**src/rtl/core/fbcs_pkg.sv**
```systemverilog
`default_nettype none

package fbcs_pkg;

    // number of joints with an alarm byte
    localparam int unsigned JOINTS = 6;
    localparam logic [2:0] JOINT_LIM = 3'(JOINTS);
    localparam logic [2:0] NONE_IDX = 3'd7;

    // configuration register indexes
    localparam logic [2:0] CFG_BLINK_PERIOD   = 3'd0;
    localparam logic [2:0] CFG_GREEN_PERIOD   = 3'd1;
    localparam logic [2:0] CFG_DEBOUNCE_TICKS = 3'd2;
    localparam logic [2:0] CFG_PAUSE_SLOTS    = 3'd3;
    localparam logic [2:0] CFG_GREEN_FLASHES  = 3'd4;

    // request kinds
    localparam logic REQ_REPORT = 1'b0;
    localparam logic REQ_TICK   = 1'b1;

    // thermal status codes
    localparam logic [1:0] THERM_WARN     = 2'd1;
    localparam logic [1:0] THERM_SHUTDOWN = 2'd2;

    // red sequencer phases
    localparam logic [1:0] RED_ON    = 2'd0;
    localparam logic [1:0] RED_OFF   = 2'd1;
    localparam logic [1:0] RED_PAUSE = 2'd2;

    typedef struct packed {
        logic       req_type;
        logic [2:0] joint;
        logic       ocd;
        logic [1:0] thermal;
        logic       uvlo;
        logic       adc_uvlo;
        logic       stall_req;
        logic       sw_event;
        logic       cmd_fault;
        logic       button;
    } in_beat_t;

    typedef struct packed {
        logic        red_led;
        logic        green_led;
        logic [47:0] fault_word;
        logic [47:0] first_fault;
        logic [2:0]  shown_joint;
        logic        any_fault;
    } out_beat_t;

    // blink code of an alarm byte, never zero
    function automatic logic [2:0] blink_code(input logic [7:0] a);
        logic [2:0] c;
        begin
            if (a[0])
                c = 3'd1;
            else if (a[2:1] != 2'b00)
                c = 3'd2;
            else if (a[4:3] != 2'b00)
                c = 3'd3;
            else if (a[5])
                c = 3'd4;
            else if (a[6])
                c = 3'd5;
            else if (a[7])
                c = 3'd6;
            else
                c = 3'd1;
            return c;
        end
    endfunction

    // first faulted joint at or after start, wrapping, NONE_IDX if none
    function automatic logic [2:0] next_faulted(input logic [7:0] nz, input logic [2:0] start);
        logic [3:0] s;
        logic [3:0] idx;
        logic [2:0] res;
        logic       found;
        begin
            s = {1'b0, start};
            for (int k = 0; k < 8; k++)
            begin
                if (s >= 4'(JOINTS))
                    s = s - 4'(JOINTS);
            end
            res = NONE_IDX;
            found = 1'b0;
            for (int i = 0; i < JOINTS; i++)
            begin
                idx = s + 4'(i);
                if (idx >= 4'(JOINTS))
                    idx = idx - 4'(JOINTS);
                if (!found && nz[idx[2:0]])
                begin
                    res = idx[2:0];
                    found = 1'b1;
                end
            end
            return res;
        end
    endfunction

endpackage

`default_nettype wire

```
**src/rtl/core/fault_blink_code_sequencer_core.sv**
```systemverilog
`default_nettype none

// Fault blink-code sequencer. Each input beat is either a driver status report
// for one joint (req_type 0), which rewrites that joint's alarm byte, or a loop
// tick (req_type 1), which samples the button, advances the saturating tick
// counters and steps the green flash run or the red round-robin that blinks
// each faulted joint's priority code (overcurrent 1, thermal 2, undervoltage 3,
// stall 4, switch event 5, command error 6). Every input beat yields exactly one
// output beat carrying the LED drives, the packed 48-bit fault word, the first
// nonzero fault word latched on a tick, the joint being shown (7 = none) and an
// any-fault flag. The whole update is one pass of logic from the accepted beat
// and the state registers into the output register, so a new beat is taken
// every cycle while the output register is empty or being drained.
// Configuration writes are always accepted (cfg_ready is tied high) and
// should only be made while the block is idle.
module fault_blink_code_sequencer_core
    import fbcs_pkg::*;
(
    input  wire logic      clk,
    input  wire logic      rst_n,
    // input channel
    input  wire logic      in_valid,
    output logic           in_ready,
    input  wire in_beat_t  in_data,
    // output channel
    output logic           out_valid,
    input  wire logic      out_ready,
    output out_beat_t      out_data,
    // configuration write channel
    input  wire logic      cfg_valid,
    output logic           cfg_ready,
    input  wire logic [2:0] cfg_index,
    input  wire logic [7:0] cfg_data
);

    // configuration registers
    logic [7:0] blink_period_reg;
    logic [7:0] green_period_reg;
    logic [7:0] debounce_ticks_reg;
    logic [2:0] pause_slots_reg;
    logic [2:0] green_flashes_reg;

    // sequencer state
    logic [7:0]  alarm_reg [JOINTS];
    logic [7:0]  alarm_next [JOINTS];
    logic [2:0]  shown_idx_reg,   shown_idx_next;
    logic [2:0]  blinks_done_reg, blinks_done_next;
    logic [2:0]  blink_total_reg, blink_total_next;
    logic [1:0]  red_phase_reg,   red_phase_next;
    logic [2:0]  pause_left_reg,  pause_left_next;
    logic [7:0]  red_timer_reg,   red_timer_next;
    logic [2:0]  green_left_reg,  green_left_next;
    logic        green_phase_reg, green_phase_next;
    logic [7:0]  green_timer_reg, green_timer_next;
    logic        button_prev_reg, button_prev_next;
    logic [7:0]  press_timer_reg, press_timer_next;
    logic [47:0] latched_reg,     latched_next;
    logic        red_state_reg,   red_state_next;
    logic        green_state_reg, green_state_next;

    // output register
    logic        out_valid_reg;
    out_beat_t   out_reg, out_next;

    logic        in_fire;

    // alarm bytes padded to eight entries, zero past the last joint
    logic [7:0]  alarm_ext [8];
    logic [7:0]  nz_now;
    logic        any_now;
    logic [7:0]  nz_after;
    logic [47:0] fault_word_after;
    logic [7:0]  report_byte;
    logic        press;
    logic [2:0]  nx;

    assign in_fire   = in_valid && in_ready;
    // output register frees up as it drains, so beats keep flowing
    assign in_ready  = !out_valid_reg || out_ready;
    assign cfg_ready = 1'b1;
    assign out_valid = out_valid_reg;
    assign out_data  = out_reg;

    always_comb
    begin
        for (int i = 0; i < 8; i++)
            alarm_ext[i] = 8'h00;
        for (int i = 0; i < JOINTS; i++)
            alarm_ext[i] = alarm_reg[i];
        for (int i = 0; i < 8; i++)
            nz_now[i] = (alarm_ext[i] != 8'h00);
        any_now = (nz_now != 8'h00);
    end

    // alarm byte built from a status report
    always_comb
    begin
        report_byte = {in_data.cmd_fault, in_data.sw_event, in_data.stall_req,
                       in_data.adc_uvlo, in_data.uvlo,
                       in_data.thermal == THERM_WARN,
                       in_data.thermal == THERM_SHUTDOWN,
                       in_data.ocd};
    end

    // one pass of the sequencer for the beat at the input
    always_comb
    begin
        for (int i = 0; i < JOINTS; i++)
            alarm_next[i] = alarm_reg[i];
        shown_idx_next   = shown_idx_reg;
        blinks_done_next = blinks_done_reg;
        blink_total_next = blink_total_reg;
        red_phase_next   = red_phase_reg;
        pause_left_next  = pause_left_reg;
        red_timer_next   = red_timer_reg;
        green_left_next  = green_left_reg;
        green_phase_next = green_phase_reg;
        green_timer_next = green_timer_reg;
        button_prev_next = button_prev_reg;
        press_timer_next = press_timer_reg;
        latched_next     = latched_reg;
        red_state_next   = red_state_reg;
        green_state_next = green_state_reg;
        press            = 1'b0;
        nx               = NONE_IDX;

        if (in_data.req_type == REQ_REPORT)
        begin
            // reports for joints past the last one are dropped
            for (int i = 0; i < JOINTS; i++)
            begin
                if (in_data.joint == 3'(i))
                    alarm_next[i] = report_byte;
            end
        end
        else
        begin
            // saturating tick counters
            red_timer_next   = (red_timer_reg == 8'hFF) ? 8'hFF : red_timer_reg + 8'd1;
            green_timer_next = (green_timer_reg == 8'hFF) ? 8'hFF : green_timer_reg + 8'd1;
            press_timer_next = (press_timer_reg == 8'hFF) ? 8'hFF : press_timer_reg + 8'd1;

            // debounced falling edge of the button
            press = button_prev_reg && !in_data.button
                    && (press_timer_next > debounce_ticks_reg);
            if (press)
            begin
                press_timer_next = 8'h00;
                if (any_now)
                begin
                    shown_idx_next   = next_faulted(nz_now, 3'd0);
                    blinks_done_next = 3'd0;
                    blink_total_next = blink_code(alarm_ext[shown_idx_next]);
                    red_phase_next   = RED_ON;
                    pause_left_next  = 3'd0;
                    red_state_next   = 1'b1;
                    red_timer_next   = 8'h00;
                end
                else
                begin
                    green_left_next  = green_flashes_reg;
                    green_phase_next = 1'b0;
                    green_timer_next = 8'h00;
                    green_state_next = 1'b1;
                end
            end
            button_prev_next = in_data.button;

            if (any_now && latched_reg == 48'h0)
                latched_next = fault_word_after;

            if (green_left_next != 3'd0)
            begin
                // green flash run takes the tick
                if (green_timer_next >= green_period_reg)
                begin
                    green_timer_next = 8'h00;
                    if (!green_phase_next)
                    begin
                        green_state_next = 1'b0;
                        green_phase_next = 1'b1;
                    end
                    else
                    begin
                        green_left_next  = green_left_next - 3'd1;
                        green_state_next = (green_left_next != 3'd0);
                        green_phase_next = 1'b0;
                    end
                end
            end
            else if (red_timer_next >= blink_period_reg)
            begin
                red_timer_next = 8'h00;
                if (shown_idx_next >= JOINT_LIM || alarm_ext[shown_idx_next] == 8'h00)
                begin
                    // current joint cleared or nothing shown: move on
                    shown_idx_next = next_faulted(nz_now, shown_idx_next + 3'd1);
                    if (shown_idx_next >= JOINT_LIM)
                        red_state_next = 1'b0;
                    else
                    begin
                        blinks_done_next = 3'd0;
                        blink_total_next = blink_code(alarm_ext[shown_idx_next]);
                        red_phase_next   = RED_ON;
                        pause_left_next  = 3'd0;
                        red_state_next   = 1'b1;
                    end
                end
                else
                begin
                    case (red_phase_next)
                        RED_ON:
                        begin
                            red_state_next = 1'b0;
                            red_phase_next = RED_OFF;
                        end
                        RED_OFF:
                        begin
                            blinks_done_next = blinks_done_next + 3'd1;
                            if (blinks_done_next >= blink_total_next)
                            begin
                                red_phase_next  = RED_PAUSE;
                                pause_left_next = pause_slots_reg;
                            end
                            else
                            begin
                                red_phase_next = RED_ON;
                                red_state_next = 1'b1;
                            end
                        end
                        RED_PAUSE:
                        begin
                            // zero pause wraps to eight dark steps
                            pause_left_next = pause_left_next - 3'd1;
                            if (pause_left_next == 3'd0)
                            begin
                                nx = next_faulted(nz_now, shown_idx_next + 3'd1);
                                if (nx >= JOINT_LIM || nx == shown_idx_next)
                                    nx = next_faulted(nz_now, 3'd0);
                                shown_idx_next   = (nx >= JOINT_LIM) ? NONE_IDX : nx;
                                blinks_done_next = 3'd0;
                                red_phase_next   = RED_ON;
                                pause_left_next  = 3'd0;
                                if (shown_idx_next < JOINT_LIM)
                                begin
                                    blink_total_next = blink_code(alarm_ext[shown_idx_next]);
                                    red_state_next   = 1'b1;
                                end
                            end
                        end
                        default:
                        begin
                            red_phase_next = red_phase_reg;
                        end
                    endcase
                end
            end
        end
    end

    // fault word and flag after this beat's report
    always_comb
    begin
        fault_word_after = 48'h0;
        nz_after = 8'h00;
        for (int i = 0; i < JOINTS; i++)
        begin
            nz_after[i] = (alarm_next[i] != 8'h00);
            if (i < 6)
                fault_word_after[8*i +: 8] = alarm_next[i];
        end
    end

    always_comb
    begin
        out_next.red_led     = red_state_next;
        out_next.green_led   = green_state_next;
        out_next.fault_word  = fault_word_after;
        out_next.first_fault = latched_next;
        out_next.shown_joint = shown_idx_next;
        out_next.any_fault   = (nz_after != 8'h00);
    end

    // configuration registers
    always_ff @(posedge clk or negedge rst_n)
    begin
        if (!rst_n)
        begin
            blink_period_reg   <= 8'd12;
            green_period_reg   <= 8'd10;
            debounce_ticks_reg <= 8'd5;
            pause_slots_reg    <= 3'd5;
            green_flashes_reg  <= 3'd3;
        end
        else if (cfg_valid && cfg_ready)
        begin
            case (cfg_index)
                CFG_BLINK_PERIOD:   blink_period_reg   <= cfg_data;
                CFG_GREEN_PERIOD:   green_period_reg   <= cfg_data;
                CFG_DEBOUNCE_TICKS: debounce_ticks_reg <= cfg_data;
                CFG_PAUSE_SLOTS:    pause_slots_reg    <= cfg_data[2:0];
                CFG_GREEN_FLASHES:  green_flashes_reg  <= cfg_data[2:0];
                default:            blink_period_reg   <= blink_period_reg;
            endcase
        end
    end

    // sequencer state, updated once per accepted beat
    always_ff @(posedge clk or negedge rst_n)
    begin
        if (!rst_n)
        begin
            for (int i = 0; i < JOINTS; i++)
                alarm_reg[i] <= 8'h00;
            shown_idx_reg   <= NONE_IDX;
            blinks_done_reg <= 3'd0;
            blink_total_reg <= 3'd0;
            red_phase_reg   <= RED_ON;
            pause_left_reg  <= 3'd0;
            red_timer_reg   <= 8'hFF;
            green_left_reg  <= 3'd0;
            green_phase_reg <= 1'b0;
            green_timer_reg <= 8'h00;
            button_prev_reg <= 1'b1;
            press_timer_reg <= 8'hFF;
            latched_reg     <= 48'h0;
            red_state_reg   <= 1'b0;
            green_state_reg <= 1'b1;
        end
        else if (in_fire)
        begin
            for (int i = 0; i < JOINTS; i++)
                alarm_reg[i] <= alarm_next[i];
            shown_idx_reg   <= shown_idx_next;
            blinks_done_reg <= blinks_done_next;
            blink_total_reg <= blink_total_next;
            red_phase_reg   <= red_phase_next;
            pause_left_reg  <= pause_left_next;
            red_timer_reg   <= red_timer_next;
            green_left_reg  <= green_left_next;
            green_phase_reg <= green_phase_next;
            green_timer_reg <= green_timer_next;
            button_prev_reg <= button_prev_next;
            press_timer_reg <= press_timer_next;
            latched_reg     <= latched_next;
            red_state_reg   <= red_state_next;
            green_state_reg <= green_state_next;
        end
    end

    // output beat register
    always_ff @(posedge clk or negedge rst_n)
    begin
        if (!rst_n)
            out_valid_reg <= 1'b0;
        else if (in_fire)
            out_valid_reg <= 1'b1;
        else if (out_ready)
            out_valid_reg <= 1'b0;
    end

    always_ff @(posedge clk)
    begin
        if (in_fire)
            out_reg <= out_next;
    end

`ifndef SYNTHESIS
    // shown joint is a real joint or none
    assert property (@(posedge clk) disable iff (!rst_n)
        (shown_idx_reg < JOINT_LIM) || (shown_idx_reg == NONE_IDX))
        else $error("shown joint out of range");

    // first fault word never changes once latched
    assert property (@(posedge clk) disable iff (!rst_n)
        (latched_reg != 48'h0) |=> $stable(latched_reg))
        else $error("latched fault word changed");

    // red is lit only in the on phase
    assert property (@(posedge clk) disable iff (!rst_n)
        (red_phase_reg != RED_ON) |-> !red_state_reg)
        else $error("red lit outside on phase");

    // every accepted beat produces an output beat
    assert property (@(posedge clk) disable iff (!rst_n)
        in_fire |=> out_valid_reg)
        else $error("accepted beat lost");
`endif

endmodule

`default_nettype wire

```
**config.mk**
```make
export PLATFORM = sky130hd
export DESIGN_NAME = fault_blink_code_sequencer_core
export DESIGN_NICKNAME = d
export VERILOG_FILES = /design/src/rtl/core/fbcs_pkg.sv /design/src/rtl/core/fault_blink_code_sequencer_core.sv
export SDC_FILE = /design/constraint.sdc
export NUM_CORES = 1
export LEC_CHECK = 0
export ABC_AREA = 1
export BUFFER_PORTS_ARGS = -buffer_cell sky130_fd_sc_hd__buf_4
export CORE_ASPECT_RATIO = 2
export CORE_MARGIN = 1.5
export CORE_UTILIZATION = 55
export CTS_CLUSTER_DIAMETER = 30
export DETAILED_ROUTE_END_ITERATION = 10
export GPL_ROUTABILITY_DRIVEN = 0
export PLACE_DENSITY_LB_ADDON = 0.3
export SYNTH_ARGS = -nofsm -noshare
export SYNTH_HDL_FRONTEND = slang
export SYNTH_SLANG_ARGS = --single-unit
```
**constraint.sdc**
```tcl
create_clock -name clk -period 13 [get_ports clk]
set_input_delay 0.65 -clock clk [delete_from_list [all_inputs] [get_ports clk]]
set_output_delay 0.65 -clock clk [all_outputs]
set_load 0.01 [all_outputs]
```
==> results of run 1 <==
[placed cells by master, fill, tap and decap left out, drive strengths merged, types with 3 or more instances in the layout]
cell type,count
xor2,4
dfrtp,141
o2111ai,6
ha,51
a211oi,5
dfstp,31
nand2,438
nor4,15
clkinv,9
o22ai,9
or2,5
nor3,12
o221ai,7
o211ai,24
clkbuf,44
bufinv,3
buf,142
a21oi,48
inv,352
nor2,118
edfxtp,102
o21ai,304
a31oi,9
nand3,120
nand4,42
o31ai,50
o21a,6
[critical path, delay by kind of cell (launching register included)]
| family | cells | cell delay, ns |
|---|---|---|
| AOI/OAI and AO/OA | 6 | 1.02 |
| adders and majority gates | 9 | 2.06 |
| buffers and inverters | 17 | 1.76 |
| DFF | 1 | 0.55 |
| and+or+nand+nor | 58 | 6.21 |
[per-layer routing]
metal | vias to the layer above | wire length [um]
li1 | 6813 | -
met1 | 6507 | 16400
met2 | 514 | 19700
met3 | 114 | 2750
met4 | 0 | 1580
met5 | - | 0
[final cells by class]
class	count	area [um^2]	share of cell area, %
sequential	274	7410	40.1
clock buffer	44	993	5.38
clock inverter	18	239	1.29
inverter	348	1310	7.09
multi-input combinational	1286	7010	37.9
tap	360	450	2.44
timing repair buffer	142	1070	5.79
[logic make-up after synthesis]
family          after synthesis
buf+inv                     410
other cells                   1
xor+xnor                      6
compound gates              475
simple gates                753
flops                       274
fa+ha+maj                    51
[repair_timing]
item                                    in CTS  in global routing
hold buffers                                 0                  0
hold endpoints to repair                     0                  0
endpoints found under the setup margin       0                 16
gates resized for setup                      0                  7
[metrics by stage]
| step | setup WS (ns) | hold slack, ns |
|---|---|---|
| finish | 1.30 | 0.120 |
| global route | 0.0369 | 0.160 |
| CTS | 0.704 | 0.127 |
| detailed placement | 0.928 | 0.453 |
| global placement | 1.42 | 0.442 |
| floorplan | 2.84 | 0.354 |
[final timing paths]
kind                       slack, ns                    end
max                             1.30     blink_total_reg[0]
min                             0.12  debounce_ticks_reg[5]
max reg2reg                     1.30     blink_total_reg[0]
min reg2reg                     0.47        latched_reg[17]
max in group asynchronous      11.02        latched_reg[29]
min in group clk                0.34        button_prev_reg
==> results.md, run 1 <==
* Top cell type's share of synthesized area at 22.1%
* Max cap viols at 0
* Setup Skew at 0.0296 ns
* Synth Area in Simple Gates at 22.2%
* CP Launch Type: flip-flop
* Final Setup Violations at 0
* RSZ-0062 raised after global routing: false
* Clk root buf: clkbuf_16
* Setup crit start: press_timer_reg[2]
* GR Layer Usage met2 at 44.5%
* Vias at 13948
* Worst rel slew slack at 29.3%
* Worst Path Arrival at 12.10 ns
* Tmin final at 11.70 ns
* Kind of critical path: reg -> reg
* GR peak layer: met2
* Vias in the first global route at 13214
* Nets at 2166
* Ant. Diodes at 0
* CP required at 13.40 ns
* CTS tree: yes
* Fin. Hold Viols at 0
* Max reg flops at 102
* Status: finished clean
* CTS sink count at 274
* Initial antenna violation count at 0
* Antenna-violating nets left at 0
* Max Freq at 85.5 MHz
* Worst Hold Class: in -> async
* CTS H-tree lvls at 2
* Fill cells at 2442
* Synth top cells by count: nand2_1, inv_1, o21ai_0
* Die H at 244 um
* Largest net degree at the start of global routing at 118
* Clock Latency Late Sink at 0.54 ns
* Synth warnings at 0
* EDFF count, synth at 102
* Synth Area in Compound Gates at 17.2%
* Yosys cell types at 55
* Port Buffer Count at 132
* Worst Max-Slew Pin Slew at 1.06 ns
* Cts bufs inserted at 34
* Area grow syn2layout at 15.9%
* Worst path max stage delay at 0.55 ns
* Hpwl dp at 28500 um
* Max Slew Vio Count at 0
* Placed Instances at 2410
* First-pass GRT wire length at 65900 um
* CP Max Fanout at 27
* Post-Synthesis Cells at 1970
* Clock slew seen by the registers of the worst setup and hold paths at 0.06 ns
* Flops & latches, synth at 274
* Post-place instance area at 0.0172 mm^2
* Rows at 88
* Met3 usage at 4.31%
* Endpoint class of the critical path: flip-flop
* Layout cell share with drive strength beyond 1 at 16.1%
* Setup TNS at 0 ns
* First-pass detailed-route iteration total at 6
* # DRC at 0
* XOR/XNOR Fraction of Synth Area at 0.330%
* Main flop type after synthesis: dfrtp_1
* Final cell utilization of the core at 64.6%
* Slowest CP cell: dfstp_2
* Die area at 0.0301 mm^2
* Sequential-to-total area share from yosys stat at 46.5%
* Drt wl/cell at 16.3 um
* Mux cell area share after synthesis at 0%
* GRT Util Overall at 27.5%
* Initial Util at 55.7%
* Final non-filler cell total at 2472
* Synth top area cells: dfrtp_1, edfxtp_1, nand2_1, o21ai_0, inv_1
* RR Startpoint: press_timer_reg[2]
* Synthesized cell area at 0.0159 mm^2
* Io pins at 134
* CTS Buffer Depth at 3
* Largest family of logic cells by synthesized area: simple AND/OR/NAND/NOR gates
* Total gr overflow at 0
* Post-Synth Adder-Cell Area at 4.00%
* DRT Wirelength at 40400 um
* Post-Syn Area per Cell at 8.09 um^2
* Period utilization at 90.0%
* Number of vias per cell at 5.64
* M1 GR Usage at 36.4%
* Final Cell Area at 0.0185 mm^2
* Asr flop ratio synth at 62.8%
* Core ar. at 0.0286 mm^2
* Count leader, synth: nand2_1
* Largest area contributor in the netlist: dfrtp_1
* Chip width at 123 um
* DRT iter0 DRCs at 1184
* Post-Syn Nets at 2050
* Postcts setup bufs at 0
* Cell mode on critical path: nand2_1
* Worst reg2reg path depth at 90
Power of run 1 is not shown: default switching activity piles up to over one toggle a cycle in this logic, so the estimate is an artifact.
==> run 2: changes to the inputs <==
--- a/config.mk
+++ b/config.mk
@@ -14,6 +14,7 @@
 export DETAILED_ROUTE_END_ITERATION = 10
 export GPL_ROUTABILITY_DRIVEN = 0
 export PLACE_DENSITY_LB_ADDON = 0.3
+export RECOVER_POWER = 100
 export SYNTH_ARGS = -nofsm -noshare
 export SYNTH_HDL_FRONTEND = slang
 export SYNTH_SLANG_ARGS = --single-unit
==> run 2 against run 1 <==
The run now ends with max-capacitance violations, max-slew violations left. First-iteration DRC count is 3.3% lower. Fmax is 0.48% lower. Utilization is 1.7 points lower. Clock skew increased by 0.0024 ns. Hold slack improved by 0.22 ns. Largest cell class unchanged. Via count grew 0.83%. Global-route usage is the same. Routed wire length rose by 0.14%. Cell count unchanged. Non-clock buffer count stayed put. Worst setup slack worse by 0.057 ns. Register-to-register slack got worse by 0.06 ns.
==> results.md, run 2 (synthesized netlist as in run 1, its figures left out) <==
* DRT iter0 DRCs at 1145
* # DRC at 0
* Initial antenna violation count at 0
* Failing checks: max-capacitance violations, max-slew violations
* Endpoint class of the critical path: flip-flop
* Fin. Hold Viols at 0
* CP delay by family, top: simple AND/OR/NAND/NOR gates
* Final Cell Area at 0.0180 mm^2
* Clock Latency Late Sink at 0.54 ns
* First-pass GRT wire length at 65900 um
* Status: complete, but fails checks
* Fill cells at 2569
* Most common cell after layout, fill and taps aside: nand2_1
* Cts bufs inserted at 34
* Reg area at 0.00741 mm^2
* CTS H-tree lvls at 2
* Layout cell share with drive strength beyond 1 at 10.3%
* Max Freq at 85.1 MHz
* Worst Max-Slew Pin Slew at 4.47 ns
* CTS tree: yes
* Clock slew seen by the registers of the worst setup and hold paths at 0.06 ns
* CP Max Fanout at 21
* Worst Path Buf+Inv at 14
* Chip width at 123 um
* Antenna-violating nets left at 0
* Port Buffer Count at 132
* Setup TNS at 0 ns
* Final Setup Violations at 0
* WHS at 0.342 ns
* Rows at 88
* Cell mode on critical path: nand2_1
* Nets at 2166
* Ant. Diodes at 0
* Slowest CP cell: nor2_1
* CP Launch Type: flip-flop
* Max Slew Vio Count at 561
* Max reg flops at 102
* RSZ-0062 raised after global routing: false
* Total gr overflow at 0
* CTS Buffer Depth at 3
* Vias in the first global route at 13214
* Core ar. at 0.0286 mm^2
* Die H at 244 um
* Area grow syn2layout at 12.9%
* Vias at 14064
* CTS sink count at 274
* Setup Skew at 0.0320 ns
* Worst path max stage delay at 0.48 ns
* Initial Util at 55.7%
* Number of vias per cell at 5.69
* First-pass detailed-route iteration total at 7
* Worst rel slew slack at -198%
* Die area at 0.0301 mm^2
* Period utilization at 90.4%
* GRT Util Overall at 27.5%
* Tmin final at 11.76 ns
* CP required at 13.18 ns
* DRT Wirelength at 40400 um
* Worst Hold Class: in -> reg
* Most frequent cells in the layout: nand2_1, inv_1, o21ai_0
* Drt wl/cell at 16.4 um
* Area taken by multi-input logic gates at 0.00696 mm^2
* Max cap viols at 8
* Worst Path Arrival at 11.94 ns
* Largest net degree at the start of global routing at 118
* Io pins at 134
* Clk root buf: clkbuf_16
* Post-place instance area at 0.0172 mm^2
* Kind of critical path: reg -> reg
* Hpwl dp at 28500 um
==> run 2: through the flow <==
step	instances	util (%)	worst slack (ns)
after floorplan	1970	-	2.84
after global placement	2410	60.2	1.42
after detailed placement	2410	60.2	0.928
after CTS	2472	64.5	0.704
after global routing	2472	62.8	0.0208
final	2472	62.8	1.24
==> run 2: cell type report <==
type | count | share of cell area (%)
Sequential cell | 274 | 41.2
Inverter | 348 | 7.28
Clock inverter | 18 | 1.33
Timing Repair Buffer | 142 | 3.50
Clock buffer | 44 | 5.52
Tap cell | 360 | 2.50
Multi-Input combinational cell | 1286 | 38.7
==> run 2: worst reg2reg max path, delay by kind of cell, from the launching register on <==
kind	cells	cell delay [ns]
compound gates	8	1.37
buf+inv	14	1.44
fa+ha+maj	8	1.74
simple gates	45	6.46
flops	1	0.40
==> run 2: repair_timing <==
action | 4_1_cts | 5_1_grt
endpoints found under the setup margin | 0 | 16
buffers inserted | 0 | 0
hold buffers | 0 | 0
gates resized for setup | 0 | 7
==> run 2: per-layer routing <==
layer	routed length (um)	up-vias	GRT usage, %	part of all wire, %
li1	-	6805	-	-
met1	16500	6609	36.4	41
met2	19600	535	44.5	48
met3	2740	115	4.31	6.8
met4	1550	0	11.6	3.8
met5	0	-	0	0
==> run 2: final timing paths <==
| check | from | to | slack, ns | depth (start not counted) |
|---|---|---|---|---|
| min | in_data[0] | button_prev_reg | 0.34 | 3 |
| min reg2reg | latched_reg[17] | latched_reg[17] | 0.47 | 2 |
| min in group asynchronous | rst_n | debounce_ticks_reg[5] | 1.30 | 1 |
| max in group asynchronous | rst_n | latched_reg[29] | 5.32 | 3 |
| max | alarm_ext[35] | out_data[2] | 1.24 | 75 |
| max reg2reg | alarm_ext[35] | out_data[2] | 1.24 | 75 |
Power of run 2 is left out for the same reason.
